### config.mk
export PLATFORM = sky130hd
export DESIGN_NAME = audio_envelope_follower_core
export DESIGN_NICKNAME = d
export VERILOG_FILES = /design/src/rtl/aef_pkg.sv /design/src/rtl/aef_ctrl.sv /design/src/rtl/aef_dp.sv /design/src/rtl/audio_envelope_follower_core.sv
export SDC_FILE = /design/constraint.sdc
export NUM_CORES = 2
export LEC_CHECK = 0
export ABC_AREA = 1
export BUFFER_PORTS_ARGS = -buffer_cell sky130_fd_sc_hd__buf_2
export CAP_MARGIN = 20
export CORE_MARGIN = 5
export CORE_UTILIZATION = 35
export DETAILED_ROUTE_END_ITERATION = 8
export GPL_TIMING_DRIVEN = 1
export PLACE_DENSITY = 0.52
export SETUP_SLACK_MARGIN = 0.02
export SLEW_MARGIN = 5
export SYNTH_ARGS = -nofsm -noshare
export SYNTH_HDL_FRONTEND = slang
export SYNTH_HIERARCHICAL = 1
export SYNTH_SLANG_ARGS = --single-unit
### constraint.sdc
create_clock -name aclk -period 18.35 [get_ports aclk]
set_input_delay 0 -clock aclk [delete_from_list [all_inputs] [get_ports aclk]]
set_output_delay 0 -clock aclk [all_outputs]
set_load 0.005 [all_outputs]
### src/rtl/aef_pkg.sv
// Shared types, constants and command codes of the envelope follower.
`default_nettype none

package aef_pkg;

    // Field widths
    localparam int SAMPLE_W = 16;
    localparam int MAG_W    = 17;
    localparam int GAIN_W   = 16;
    localparam int COEF_W   = 16;
    localparam int LEVEL_W  = 17;
    localparam int ENV_W    = 20;
    localparam int CFG_W    = 17;
    localparam int CFG_IDX_W = 3;

    // Shared multiplier and accumulator widths
    localparam int MUL_A_W = 20;
    localparam int MUL_B_W = 17;
    localparam int PROD_W  = MUL_A_W + MUL_B_W;
    localparam int ROOT_W  = 32;

    // Channels that take part; mask bits at or above this count are ignored
    localparam int NUM_CHANNELS = 2;

    // Fixed-point constants
    localparam logic [ENV_W-1:0]   ENV_MAX   = 20'hFFFFF;
    localparam logic [LEVEL_W-1:0] ONE_Q16   = 17'h10000;
    localparam logic [PROD_W-1:0]  GAIN_RND  = 37'd1024;
    localparam logic [PROD_W-1:0]  LEVEL_RND = 37'd32768;
    localparam logic [ROOT_W-1:0]  ROOT_BIT0 = 32'h4000_0000;

    // Register indexes on the configuration port
    localparam logic [CFG_IDX_W-1:0] CFG_GAIN         = 3'd0;
    localparam logic [CFG_IDX_W-1:0] CFG_ATTACK_COEF  = 3'd1;
    localparam logic [CFG_IDX_W-1:0] CFG_RELEASE_COEF = 3'd2;
    localparam logic [CFG_IDX_W-1:0] CFG_DETECT_MODE  = 3'd3;
    localparam logic [CFG_IDX_W-1:0] CFG_MIN_LEVEL    = 3'd4;
    localparam logic [CFG_IDX_W-1:0] CFG_MAX_LEVEL    = 3'd5;

    // Register reset values
    localparam logic [GAIN_W-1:0]  GAIN_RST         = 16'd4096;
    localparam logic [COEF_W-1:0]  ATTACK_COEF_RST  = 16'd65262;
    localparam logic [COEF_W-1:0]  RELEASE_COEF_RST = 16'd65521;
    localparam logic [LEVEL_W-1:0] MIN_LEVEL_RST    = 17'd0;
    localparam logic [LEVEL_W-1:0] MAX_LEVEL_RST    = 17'd65536;

    // Detection modes
    localparam logic MODE_PEAK = 1'b0;
    localparam logic MODE_RMS  = 1'b1;

    typedef struct packed {
        logic [GAIN_W-1:0]  gain;
        logic [COEF_W-1:0]  attack_coef;
        logic [COEF_W-1:0]  release_coef;
        logic               detect_mode;
        logic [LEVEL_W-1:0] min_level;
        logic [LEVEL_W-1:0] max_level;
    } cfg_t;

    typedef enum logic [3:0] {
        S_IDLE,
        S_SQ_A,
        S_SQ_B,
        S_ROOT_INIT,
        S_ROOT,
        S_GAIN,
        S_ENV_SEL,
        S_ENV_A,
        S_ENV_B,
        S_LVL_A,
        S_LVL_B,
        S_OUT
    } state_t;

    typedef enum logic [3:0] {
        OP_NONE,
        OP_LOAD,
        OP_SQ_A,
        OP_SQ_B,
        OP_ROOT_INIT,
        OP_ROOT,
        OP_GAIN,
        OP_ENV_SEL,
        OP_ENV_A,
        OP_ENV_B,
        OP_LVL_A,
        OP_LVL_B,
        OP_OUT
    } op_t;

    typedef struct packed {
        op_t op;
    } dp_cmd_t;

    typedef struct packed {
        logic use_root;
        logic root_last;
        logic out_free;
    } dp_status_t;

endpackage

`default_nettype wire

### src/rtl/aef_ctrl.sv
// Sequencer of the envelope follower: steps the datapath through one request.
`default_nettype none

module aef_ctrl (
    input  wire logic                aclk,
    input  wire logic                aresetn,
    input  wire logic                s_valid,
    output logic                     s_ready,
    input  wire aef_pkg::dp_status_t status,
    output aef_pkg::dp_cmd_t         cmd
);
    import aef_pkg::*;

    state_t state_reg;
    state_t state_next;

    // Hold the state
    always_ff @(posedge aclk) begin
        if (!aresetn) begin
            state_reg <= S_IDLE;
        end else begin
            state_reg <= state_next;
        end
    end

    // Advance through the steps and issue one command per cycle
    always_comb begin
        state_next = state_reg;
        cmd.op     = OP_NONE;
        s_ready    = 1'b0;
        case (state_reg)
            S_IDLE: begin
                s_ready = 1'b1;
                if (s_valid) begin
                    cmd.op     = OP_LOAD;
                    state_next = S_SQ_A;
                end
            end
            S_SQ_A: begin
                cmd.op     = OP_SQ_A;
                state_next = S_SQ_B;
            end
            S_SQ_B: begin
                cmd.op     = OP_SQ_B;
                state_next = status.use_root ? S_ROOT_INIT : S_GAIN;
            end
            S_ROOT_INIT: begin
                cmd.op     = OP_ROOT_INIT;
                state_next = S_ROOT;
            end
            S_ROOT: begin
                cmd.op = OP_ROOT;
                if (status.root_last) begin
                    state_next = S_GAIN;
                end
            end
            S_GAIN: begin
                cmd.op     = OP_GAIN;
                state_next = S_ENV_SEL;
            end
            S_ENV_SEL: begin
                cmd.op     = OP_ENV_SEL;
                state_next = S_ENV_A;
            end
            S_ENV_A: begin
                cmd.op     = OP_ENV_A;
                state_next = S_ENV_B;
            end
            S_ENV_B: begin
                cmd.op     = OP_ENV_B;
                state_next = S_LVL_A;
            end
            S_LVL_A: begin
                cmd.op     = OP_LVL_A;
                state_next = S_LVL_B;
            end
            S_LVL_B: begin
                cmd.op     = OP_LVL_B;
                state_next = S_OUT;
            end
            S_OUT: begin
                cmd.op = OP_OUT;
                if (status.out_free) begin
                    state_next = S_IDLE;
                end
            end
            default: begin
                state_next = S_IDLE;
            end
        endcase
    end

`ifndef NO_ASSERTIONS
    a_one_request: assert property (@(posedge aclk) disable iff (!aresetn)
        (s_valid && s_ready) |=> !s_ready)
        else $error("second request taken while one is in work");

    a_out_hold: assert property (@(posedge aclk) disable iff (!aresetn)
        (state_reg == S_OUT && !status.out_free) |=> state_reg == S_OUT)
        else $error("result step left while output register is full");

    a_root_exit: assert property (@(posedge aclk) disable iff (!aresetn)
        (state_reg == S_ROOT && status.root_last) |=> state_reg == S_GAIN)
        else $error("square root did not finish after its last step");
`endif

endmodule

`default_nettype wire

### src/rtl/aef_dp.sv
// Datapath of the envelope follower: detector, square root, smoother, mapper.
`default_nettype none

module aef_dp (
    input  wire logic                                   aclk,
    input  wire logic                                   aresetn,
    input  wire aef_pkg::cfg_t                          cfg,
    input  wire aef_pkg::dp_cmd_t                       cmd,
    output aef_pkg::dp_status_t                         status,
    input  wire logic signed [aef_pkg::SAMPLE_W-1:0]    s_sample_a,
    input  wire logic signed [aef_pkg::SAMPLE_W-1:0]    s_sample_b,
    input  wire logic [1:0]                             s_channel_mask,
    input  wire logic                                   s_frame_last,
    output logic                                        m_valid,
    input  wire logic                                   m_ready,
    output logic [aef_pkg::ENV_W-1:0]                   m_envelope,
    output logic [aef_pkg::LEVEL_W-1:0]                 m_level,
    output logic                                        m_block_end
);
    import aef_pkg::*;

    // Captured request
    logic [SAMPLE_W-1:0] samp_a_reg;
    logic [SAMPLE_W-1:0] samp_b_reg;
    logic [1:0]          mask_reg;
    logic                last_reg;

    // Working registers
    logic [PROD_W-1:0]  acc_reg;
    logic [ROOT_W-1:0]  root_v_reg;
    logic [ROOT_W-1:0]  root_res_reg;
    logic [ROOT_W-1:0]  root_bit_reg;
    logic [ENV_W-1:0]   instant_reg;
    logic [COEF_W-1:0]  coef_reg;
    logic [ENV_W-1:0]   env_reg;

    // Output register
    logic               m_valid_reg;
    logic [ENV_W-1:0]   m_envelope_reg;
    logic [LEVEL_W-1:0] m_level_reg;
    logic               m_block_end_reg;

    logic               en_a;
    logic               en_b;
    logic [MAG_W-1:0]   mag_a;
    logic [MAG_W-1:0]   mag_b;
    logic [MAG_W-1:0]   peak;
    logic [MAG_W-1:0]   inst_q15;
    logic [MUL_A_W-1:0] mul_a;
    logic [MUL_B_W-1:0] mul_b;
    logic [PROD_W-1:0]  prod;
    logic [PROD_W-1:0]  mac;
    logic [ROOT_W-1:0]  root_trial;
    logic [PROD_W-1:0]  gain_rnd;
    logic [PROD_W-12:0] gain_scaled;
    logic [ENV_W-1:0]   instant_next;
    logic [LEVEL_W-1:0] env_clip;
    logic [PROD_W-1:0]  lvl_rnd;
    logic [LEVEL_W-1:0] level_next;
    logic               out_free;

    function automatic logic s_mask_bit(input logic [1:0] m, input int c);
        s_mask_bit = m[c] && (c < NUM_CHANNELS);
    endfunction

    // Channel enables and sample magnitudes
    assign en_a  = s_mask_bit(mask_reg, 0);
    assign en_b  = s_mask_bit(mask_reg, 1);
    assign mag_a = samp_a_reg[SAMPLE_W-1] ? MAG_W'(-{1'b1, samp_a_reg})
                                          : {1'b0, samp_a_reg};
    assign mag_b = samp_b_reg[SAMPLE_W-1] ? MAG_W'(-{1'b1, samp_b_reg})
                                          : {1'b0, samp_b_reg};

    // Peak of present channels and the instant level in Q1.15
    always_comb begin
        peak = '0;
        if (en_a) begin
            peak = mag_a;
        end
        if (en_b && mag_b > peak) begin
            peak = mag_b;
        end
        if (!en_a && !en_b) begin
            inst_q15 = '0;
        end else if (cfg.detect_mode == MODE_PEAK) begin
            inst_q15 = peak;
        end else begin
            inst_q15 = root_res_reg[MAG_W-1:0];
        end
    end

    assign env_clip = (env_reg > ENV_W'(ONE_Q16)) ? ONE_Q16 : env_reg[LEVEL_W-1:0];

    // Select the operands of the shared multiplier
    always_comb begin
        mul_a = '0;
        mul_b = '0;
        case (cmd.op)
            OP_SQ_A: begin
                mul_a = en_a ? MUL_A_W'(mag_a) : '0;
                mul_b = mag_a;
            end
            OP_SQ_B: begin
                mul_a = en_b ? MUL_A_W'(mag_b) : '0;
                mul_b = mag_b;
            end
            OP_GAIN: begin
                mul_a = MUL_A_W'(inst_q15);
                mul_b = MUL_B_W'(cfg.gain);
            end
            OP_ENV_A: begin
                mul_a = instant_reg;
                mul_b = ONE_Q16 - MUL_B_W'(coef_reg);
            end
            OP_ENV_B: begin
                mul_a = env_reg;
                mul_b = MUL_B_W'(coef_reg);
            end
            OP_LVL_A: begin
                mul_a = MUL_A_W'(cfg.min_level);
                mul_b = ONE_Q16 - env_clip;
            end
            OP_LVL_B: begin
                mul_a = MUL_A_W'(cfg.max_level);
                mul_b = env_clip;
            end
            default: begin
                mul_a = '0;
                mul_b = '0;
            end
        endcase
    end

    assign prod = PROD_W'(mul_a) * PROD_W'(mul_b);
    assign mac  = acc_reg + prod;

    // Square root step, one result bit per cycle
    assign root_trial = root_res_reg + root_bit_reg;

    // Gain scaling with round half up and saturation to Q4.16
    assign gain_rnd     = prod + GAIN_RND;
    assign gain_scaled  = gain_rnd[PROD_W-1:11];
    assign instant_next = (gain_scaled > (PROD_W-11)'(ENV_MAX)) ? ENV_MAX
                                                               : gain_scaled[ENV_W-1:0];

    // Level mapping with round half up and clamp to 1.0
    assign lvl_rnd    = acc_reg + LEVEL_RND;
    assign level_next = (lvl_rnd[PROD_W-1:16] > (PROD_W-16)'(ONE_Q16)) ? ONE_Q16
                                                                        : lvl_rnd[32:16];

    assign out_free = !m_valid_reg || m_ready;

    assign status.use_root  = (cfg.detect_mode == MODE_RMS) && (en_a || en_b);
    assign status.root_last = root_bit_reg[0];
    assign status.out_free  = out_free;

    // Work registers: act on the current command
    always_ff @(posedge aclk) begin
        case (cmd.op)
            OP_LOAD: begin
                samp_a_reg <= s_sample_a;
                samp_b_reg <= s_sample_b;
                mask_reg   <= s_channel_mask;
                last_reg   <= s_frame_last;
            end
            OP_SQ_A: begin
                acc_reg <= prod;
            end
            OP_SQ_B: begin
                acc_reg <= mac;
            end
            OP_ROOT_INIT: begin
                root_v_reg   <= (en_a && en_b) ? {1'b0, acc_reg[ROOT_W-1:1]}
                                               : acc_reg[ROOT_W-1:0];
                root_res_reg <= '0;
                root_bit_reg <= ROOT_BIT0;
            end
            OP_ROOT: begin
                if (root_v_reg >= root_trial) begin
                    root_v_reg   <= root_v_reg - root_trial;
                    root_res_reg <= (root_res_reg >> 1) + root_bit_reg;
                end else begin
                    root_res_reg <= root_res_reg >> 1;
                end
                root_bit_reg <= root_bit_reg >> 2;
            end
            OP_GAIN: begin
                instant_reg <= instant_next;
            end
            OP_ENV_SEL: begin
                coef_reg <= (instant_reg > env_reg) ? cfg.attack_coef : cfg.release_coef;
            end
            OP_ENV_A: begin
                acc_reg <= prod;
            end
            OP_LVL_A: begin
                acc_reg <= prod;
            end
            OP_LVL_B: begin
                acc_reg <= mac;
            end
            default: begin
            end
        endcase
    end

    // Envelope state
    always_ff @(posedge aclk) begin
        if (!aresetn) begin
            env_reg <= '0;
        end else if (cmd.op == OP_ENV_B) begin
            env_reg <= mac[35:16];
        end
    end

    // Output register: load the result, drop valid once taken
    always_ff @(posedge aclk) begin
        if (!aresetn) begin
            m_valid_reg <= 1'b0;
        end else if (cmd.op == OP_OUT && out_free) begin
            m_valid_reg <= 1'b1;
        end else if (m_ready) begin
            m_valid_reg <= 1'b0;
        end
    end

    always_ff @(posedge aclk) begin
        if (cmd.op == OP_OUT && out_free) begin
            m_envelope_reg  <= env_reg;
            m_level_reg     <= level_next;
            m_block_end_reg <= last_reg;
        end
    end

    assign m_valid     = m_valid_reg;
    assign m_envelope  = m_envelope_reg;
    assign m_level     = m_level_reg;
    assign m_block_end = m_block_end_reg;

`ifndef NO_ASSERTIONS
    a_env_between: assert property (@(posedge aclk) disable iff (!aresetn)
        (cmd.op == OP_ENV_B) |=>
            (env_reg <= $past(instant_reg)) || (env_reg <= $past(env_reg)))
        else $error("envelope moved past both old value and instant level");

    a_level_range: assert property (@(posedge aclk) disable iff (!aresetn)
        m_valid_reg |-> (m_level_reg <= ONE_Q16))
        else $error("control level above 1.0");

    a_out_load: assert property (@(posedge aclk) disable iff (!aresetn)
        (cmd.op == OP_OUT && out_free) |=>
            (m_valid_reg && m_envelope_reg == $past(env_reg)))
        else $error("result register not loaded with the envelope");
`endif

endmodule

`default_nettype wire

### src/rtl/audio_envelope_follower_core.sv
// Top level of the envelope follower: configuration registers, sequencer, datapath.
//
// Usage: the s_ channel takes one audio frame per request (two Q1.15 samples,
// a channel mask and a last-frame flag) under valid/ready. The m_ channel
// returns one result per frame: the Q4.16 envelope, the mapped Q1.16 control
// level and a copy of the last-frame flag. The cfg_ port writes one register
// per cycle while cfg_wr_en is high (0 gain, 1 attack, 2 release, 3 mode,
// 4 min level, 5 max level); other indexes are ignored.
// Timing: a request runs through a shared multiplier one step per cycle,
// but the result step waits while the result register is full. RMS mode
// adds the bit-serial square root between the squaring steps and the gain
// step; peak mode skips it. The next frame is taken only once the sequencer
// is back in idle after loading the result, so a frame is worked through
// to the result register before the next is accepted. A stalled receiver
// holds the result register; the next frame can still be taken and worked
// through, then waits for the register to free. Reset clears the envelope
// to zero, loads the register defaults and empties the result register.
`default_nettype none

module audio_envelope_follower_core (
    input  wire logic                                   aclk,
    input  wire logic                                   aresetn,
    input  wire logic                                   s_valid,
    output logic                                        s_ready,
    input  wire logic signed [aef_pkg::SAMPLE_W-1:0]    s_sample_a,
    input  wire logic signed [aef_pkg::SAMPLE_W-1:0]    s_sample_b,
    input  wire logic [1:0]                             s_channel_mask,
    input  wire logic                                   s_frame_last,
    output logic                                        m_valid,
    input  wire logic                                   m_ready,
    output logic [aef_pkg::ENV_W-1:0]                   m_envelope,
    output logic [aef_pkg::LEVEL_W-1:0]                 m_level,
    output logic                                        m_block_end,
    input  wire logic                                   cfg_wr_en,
    input  wire logic [aef_pkg::CFG_IDX_W-1:0]          cfg_index,
    input  wire logic [aef_pkg::CFG_W-1:0]              cfg_data
);
    import aef_pkg::*;

    cfg_t       cfg_reg;
    dp_cmd_t    cmd;
    dp_status_t status;

    // Write configuration registers
    always_ff @(posedge aclk) begin
        if (!aresetn) begin
            cfg_reg.gain         <= GAIN_RST;
            cfg_reg.attack_coef  <= ATTACK_COEF_RST;
            cfg_reg.release_coef <= RELEASE_COEF_RST;
            cfg_reg.detect_mode  <= MODE_PEAK;
            cfg_reg.min_level    <= MIN_LEVEL_RST;
            cfg_reg.max_level    <= MAX_LEVEL_RST;
        end else if (cfg_wr_en) begin
            case (cfg_index)
                CFG_GAIN:         cfg_reg.gain         <= cfg_data[GAIN_W-1:0];
                CFG_ATTACK_COEF:  cfg_reg.attack_coef  <= cfg_data[COEF_W-1:0];
                CFG_RELEASE_COEF: cfg_reg.release_coef <= cfg_data[COEF_W-1:0];
                CFG_DETECT_MODE:  cfg_reg.detect_mode  <= cfg_data[0];
                CFG_MIN_LEVEL:    cfg_reg.min_level    <= cfg_data[LEVEL_W-1:0];
                CFG_MAX_LEVEL:    cfg_reg.max_level    <= cfg_data[LEVEL_W-1:0];
                default: begin
                end
            endcase
        end
    end

    aef_ctrl u_ctrl (
        .aclk    (aclk),
        .aresetn (aresetn),
        .s_valid (s_valid),
        .s_ready (s_ready),
        .status  (status),
        .cmd     (cmd)
    );

    aef_dp u_dp (
        .aclk           (aclk),
        .aresetn        (aresetn),
        .cfg            (cfg_reg),
        .cmd            (cmd),
        .status         (status),
        .s_sample_a     (s_sample_a),
        .s_sample_b     (s_sample_b),
        .s_channel_mask (s_channel_mask),
        .s_frame_last   (s_frame_last),
        .m_valid        (m_valid),
        .m_ready        (m_ready),
        .m_envelope     (m_envelope),
        .m_level        (m_level),
        .m_block_end    (m_block_end)
    );

endmodule

`default_nettype wire
Yosys cells after proc, flatten, opt, wreduce, memory -nomap -nowiden

Index checks and enable logic that the tools add are counted.

Bits of input ports: 60
Register bits after elaboration: 350

Equal/unequal tests: 32
Magnitude comparators: 6
$mul: 1
Muxes and demuxes: 29
Reductions and logical operators: 25
$add $sub $neg: 10

Operators with widths:

| kind                                                                    | number |
|---|---|
| 32-bit one-hot mux with 2 select lines                                  | 3 |
| 17-bit 2-to-1 mux                                                       | 9 |
| 20-bit one-hot mux with 7 select lines                                  | 1 |
| 17-bit one-hot mux with 7 select lines                                  | 1 |
| 32-bit 2-to-1 mux                                                       | 3 |
| 4-bit one-hot mux with 12 select lines                                  | 2 |
| 37-bit one-hot mux with 2 select lines                                  | 1 |
| 37-bit by 11-bit adder with 37-bit output (second input constant)       | 1 |
| 37-bit by 16-bit adder with 37-bit output (second input constant)       | 1 |
| 37-bit adder                                                            | 1 |
| 20-bit by 17-bit multiplier with 37-bit output                          | 1 |
| 4-bit equality test (second input constant)                             | 9 |
| 17-bit negation                                                         | 2 |
| 31-bit by 32-bit adder with 32-bit output                               | 1 |
| 32-bit adder                                                            | 1 |
| 4-bit by 3-bit equality test with 1-bit output (second input constant)  | 8 |
| 32-bit >= comparator                                                    | 1 |
| 32-bit subtractor                                                       | 1 |
| 26-bit by 20-bit > comparator with 1-bit output (second input constant) | 1 |
| 21-bit by 17-bit > comparator with 1-bit output (second input constant) | 1 |
| 20-bit by 17-bit > comparator with 1-bit output (second input constant) | 1 |
| 20-bit > comparator                                                     | 1 |
| 17-bit > comparator                                                     | 1 |
| 17-bit by 16-bit subtractor with 17-bit output (first input constant)   | 1 |
| 22 further kinds                                                        | 50 |

Longest topological paths before layout

Depth in word-level cells: 12
Mapped depth: 65

By module

The synthesis kept the hierarchy.

By module, submodules not included:

| module                       | cells an instance | seq. area each (µm²) | area an instance (µm²) | instances |
|---|---|---|---|---|
| aef_dp                       | 4,536             | 7,206.9              | 33,474.6               | 1 |
| audio_envelope_follower_core | 453               | 1,661.6              | 3,216.8                | 1 |
| aef_ctrl                     | 53                | 80.1                 | 311.5                  | 1 |

Worst setup path after synthesis

OpenSTA, ideal clock, no wires.

Path type: flip-flop to flip-flop
Start point: register u_dp.samp_b_reg[0]
End point: register u_dp.acc_reg[31], data pin
Required time: 18.082 ns
Setup time: 0.268 ns
Slack: 8.768 ns
Stages on the path, launching flop included: 56
Data arrival time: 9.314 ns
Path buffers: 2
Period minus slack after synthesis: 9.582 ns
Path through: edfxtp_1 inv_1 ha_1 inv_1 nor3_1 nand3_1 nor2_1 nand2_1 nand2_1 nand2_1 xnor2_1 inv_1 ha_1 nand4_1 nor3_1 nand4_1 nand3_1 nand2_1 (+20 left out) clkinv_1 nand2_1 nand2_1 nand2_1 nand2_2 inv_1 ha_1 nand2_1 nor2_1 inv_1 or2_2 nand3_1 a21oi_1 inv_1 a21oi_1 o21ai_0 xor2_1 o21ai_0

Word-level cells in the longest chain between the ends: 11
Elaborated cells on any way between the ends: 13
Those cells by class: add/sub (2); mul (1); order compare (1); mux (8); reduce/logical (1)

RTL lines:

| element                                          | line          | text |
|---|---|---|
| start: declaration                               | aef_dp.sv:24  | `logic [SAMPLE_W-1:0] samp_b_reg;` |
| start signal: assignment                         | aef_dp.sv:162 | `samp_b_reg <= s_sample_b;` |
| 17-bit negation                                  | aef_dp.sv:71  | `assign mag_b = samp_b_reg[SAMPLE_W-1] ? MAG_W'(-{1'b1, samp_b_reg})` |
| 17-bit 2-to-1 mux *                              | aef_dp.sv:71  |  |
| 17-bit > comparator                              | aef_dp.sv:80  | `if (en_b && mag_b > peak) begin` |
| 1-bit logical AND                                | aef_dp.sv:80  |  |
| 17-bit 2-to-1 mux                                | aef_dp.sv:80  |  |
| 17-bit 2-to-1 mux                                | aef_dp.sv:85  | `end else if (cfg.detect_mode == MODE_PEAK) begin` |
| 17-bit 2-to-1 mux                                | aef_dp.sv:83  | `if (!en_a && !en_b) begin` |
| 20-bit one-hot mux with 7 select lines           | aef_dp.sv:98  | `case (cmd.op)` |
| 20-bit by 17-bit multiplier with 37-bit output * | aef_dp.sv:134 | `assign prod = PROD_W'(mul_a) * PROD_W'(mul_b);` |
| 37-bit adder                                     | aef_dp.sv:135 | `assign mac = acc_reg + prod;` |
| 37-bit one-hot mux with 2 select lines *         | aef_dp.sv:159 | `case (cmd.op)` |
| end signal: assignment                           | aef_dp.sv:167 | `acc_reg <= prod;` |
| end signal: assignment                           | aef_dp.sv:170 | `acc_reg <= mac;` |
| end signal: assignment                           | aef_dp.sv:194 | `acc_reg <= prod;` |
| end: declaration                                 | aef_dp.sv:29  | `logic [PROD_W-1:0] acc_reg;` |

Every way passes the cells marked *; elsewhere a longest branch is shown, timed or not.
A chain may end at the register's enable or synchronous reset.

Worst setup path in the final report

Same ends and word-level chain as after synthesis.

==> run_results.csv <==
group,metric,value,unit
placement,place_congestion,0.9746,
timing,slew_headroom,0.2907,
floorplanning,initial_core_util,0.3520,
layout,final_cell_mix,"nand2_1 (1123), inv_1 (905), nor2_1 (533)",
power_and_ir_drop,powerDensity,55.86,nW/µm²
layout,nets,5739,
timing,period_needed,12.55,ns
power_and_ir_drop,max-vdd-ir-drop,0.06756,mV
timing,finalSetupTns,0,ns
yosys,synthCells,5042,
clocking,cts_made_buffers,40,
route,totalWireLength,132500,µm
setup_path,start_kind,"flop",
layout,nFillCells,11280,
global_route,antenna_found_initial,2,
setup_path,reg2regPathDepth,52,
clocking,cts_buffer_depth,3,
yosys,synth_seq_cells,334,
setup_path,timing.rr.end,"u_dp/acc_reg[31]$_DFFE_PP_",
setup_path,path_max_fanout,28,
hold_path,min_path_cells,5,
floorplanning,die-area,112300,µm²
timing,rsz0062_at_grt,"no",
setup_path,slowest_stage,"a21oi_1",
route,vias_per_cell,5.148,
global_route,grt_pass1_wl,202700,µm
global_route,grt_pass1_vias,33300,
status,status,"finished clean",
clocking,cts_tree,"built",
floorplanning,ioPinCount,100,
placement,dp_slack,5.955,ns
setup_path,crit_required,18.69,ns
job,timing.max_cap.violations,0,
hold_path,hp-start,"cfg_index[2]",
floorplanning,die_h,335.2,µm
yosys,async_flop_share,0,
clocking,numClockSinks,334,
yosys,ys.flop_type,"edfxtp_1",
yosys,avgSynthCellArea,7.339,µm²
timing,final-hold-violation-count,0,
route,drtPass1Iterations,6,
layout,largest_register_ffs,83,
timing,drv_slew,0,
layout,drive_gt1_frac,0.08120,
power_and_ir_drop,leakage,19.50,nW
route,antenna_left,0,
placement,dp_hpwl,106100,µm
timing,hold_slack,0.03053,ns
clocking,cts_root_buf,"clkbuf_16",
placement,place_area,39000,µm²
yosys,netlist_area,37000,µm²
clocking,htree_levels,2,
setup_path,max_stage_delay,0.80,ns
layout,final_common_cell,"nand2_1",
setup_path,endpoint_kind,"flop",
layout,fin_area,41030,µm²
yosys,yosysSeqAreaShare,0.2418,
global_route,grt_start_max_net_pins,84,
yosys,yosys.cell_types.count,69,
timing,setup_ws,5.802,ns
timing,period_share,0.6838,
floorplanning,die_w,335.2,µm
timing,fin_skew,0.02884,ns
yosys,yosysWarningCount,6,
route,wire_per_inst,20.14,µm
timing,fmax,79.69,MHz
route,drc,0,
timing,setup_viol,0,
clocking,cts_setup_buffers,0,
setup_path,critPathKind,"reg2reg",
setup_path,reg2reg_slack,5.80,ns
clocking,clk_latency,0.60,ns
hold_path,min_to,"cfg_reg[34]$_SDFFE_PN0P_",
floorplanning,core-area,105100,µm²
yosys,synth_fp_nets,5628,
global_route,grt_use_total,0.2316,
setup_path,reg2reg_from,"u_dp/samp_b_reg[0]$_DFFE_PN_",
yosys,synth-edff-count,226,
timing,worstMarginPinSlew,1.064,ns
global_route,grt_overflow,0,
setup_path,arrival,12.88,ns
route,vias,33850,
route,drt_iter0_markers,2677,
layout,num_antenna_cells,0,
clocking,path_clk_slew,0.07,ns
floorplanning,row_count,119,
layout,areaGrowthSynthToFinish,10.89,%
hold_path,min_path_type,"in2reg",
placement,io_buffers,99,
## cell type report
| cell class | instances | area, µm² | share of cell area |
|---|---|---|---|
| clock buffers | 53 | 1142 | 0.02784 |
| flip-flops and latches | 334 | 8949 | 0.2181 |
| repair buffers | 205 | 1461 | 0.03562 |
| inverters | 946 | 3551 | 0.08654 |
| clock inverters | 21 | 271.5 | 0.006617 |
| multi-input cells | 3626 | 23920 | 0.5829 |
| well taps | 1391 | 1740 | 0.04242 |
## through the flow
step	instances	util	power, mW
4_1_cts	6576	0.3904	2.309
3_3_place_gp	6438	0.3707	1.421
2_1_floorplan	5042	-	1.236
6_report	6576	0.3904	2.292
5_1_grt	6576	0.3904	2.404
3_5_place_dp	6440	0.3710	1.421
## cells by family after synthesis
kind of cell	after synthesis	share of synthesized area
buffers and inverters	1082	0.1140
other	2	0.0002030
AOI/OAI and AO/OA	740	0.1151
DFF	334	0.2418
muxes	17	0.005173
xor gates and xnor gates	138	0.03266
adders and majority gates	526	0.2328
and+or+nand+nor	2203	0.2582
## metal layers
layer	global-route usage	share of wire	vias to the layer above
li1	-	-	16380
met1	0.3198	0.45	16160
met2	0.3747	0.45	1078
met3	0.03388	0.062	228
met4	0.07661	0.038	0
met5	0	0	-
## what timing repair did
action                                 4_1_cts  5_1_grt
hold buffers                                62        0
endpoints found under the hold margin      136        0
gates resized for setup                      0        0
## synthesized netlist by cell type, drive strengths merged, types with 5 or more instances
master | instances | area (µm²)
clkinv | 11 | 41.29
a21o | 17 | 127.6
ha | 255 | 3191
o21bai | 15 | 112.6
a211oi | 8 | 70.06
nor2 | 586 | 2432
o21a | 11 | 82.58
dfxtp | 108 | 2162
xnor2 | 45 | 394.1
a21oi | 274 | 1383
o221ai | 5 | 43.79
buf | 78 | 449.2
clkbuf | 58 | 217.7
a2111oi | 11 | 110.1
or2 | 9 | 56.30
nor4 | 13 | 87.58
o22ai | 14 | 93.84
inv | 935 | 3510
edfxtp | 226 | 6787
nand2 | 1171 | 4556
o21ai | 267 | 1344
nand3b | 6 | 45.04
a22o | 7 | 61.31
xor2 | 93 | 814.5
mux2 | 17 | 191.4
fa | 271 | 5425
o2bb2ai | 5 | 43.79
nand4 | 54 | 350.3
a31oi | 36 | 225.2
a21boi | 7 | 52.55
and3 | 5 | 31.28
nor3 | 60 | 310.3
o211ai | 30 | 225.2
a221oi | 20 | 175.2
nand3 | 296 | 1664
## critical path: cells and delay by family (launching register included)
kind / cells / cell delay [ns]
fa+ha+maj: 10 / 4.29
compound gates: 8 / 2.27
buf+inv: 11 / 1.30
flops: 1 / 0.41
xor+xnor: 2 / 0.62
simple gates: 21 / 3.38
## how the worst max path moves through the flow
stage / startpoint / endpoint / depth (start not counted) / slack (ns)
final: u_dp/samp_b_reg[0]$_DFFE_PN_ / u_dp/acc_reg[31]$_DFFE_PP_ / 52 / 5.80
after global routing: u_dp/samp_b_reg[0]$_DFFE_PN_ / u_dp/acc_reg[31]$_DFFE_PP_ / 56 / 4.95
after CTS: u_dp/samp_b_reg[0]$_DFFE_PN_ / u_dp/acc_reg[31]$_DFFE_PP_ / 54 / 5.92
after detailed placement: u_dp/samp_b_reg[0]$_DFFE_PN_ / u_dp/acc_reg[31]$_DFFE_PP_ / 54 / 5.95
after floorplan: u_dp/samp_b_reg[0]$_DFFE_PN_ / u_dp/acc_reg[31]$_DFFE_PP_ / 55 / 8.77
after global placement: u_dp/samp_a_reg[0]$_DFFE_PN_ / u_dp/acc_reg[31]$_DFFE_PP_ / 49 / 5.69
## power by group
part | leakage [nW] | total [mW] | switching (mW) | internal, mW
clock | 0.693 | 0.867 | 0.353 | 0.514
combinational | 15.8 | 0.554 | 0.386 | 0.168
sequential | 3.02 | 0.871 | 0.0323 | 0.838
Power figures use the tool's default switching activity.
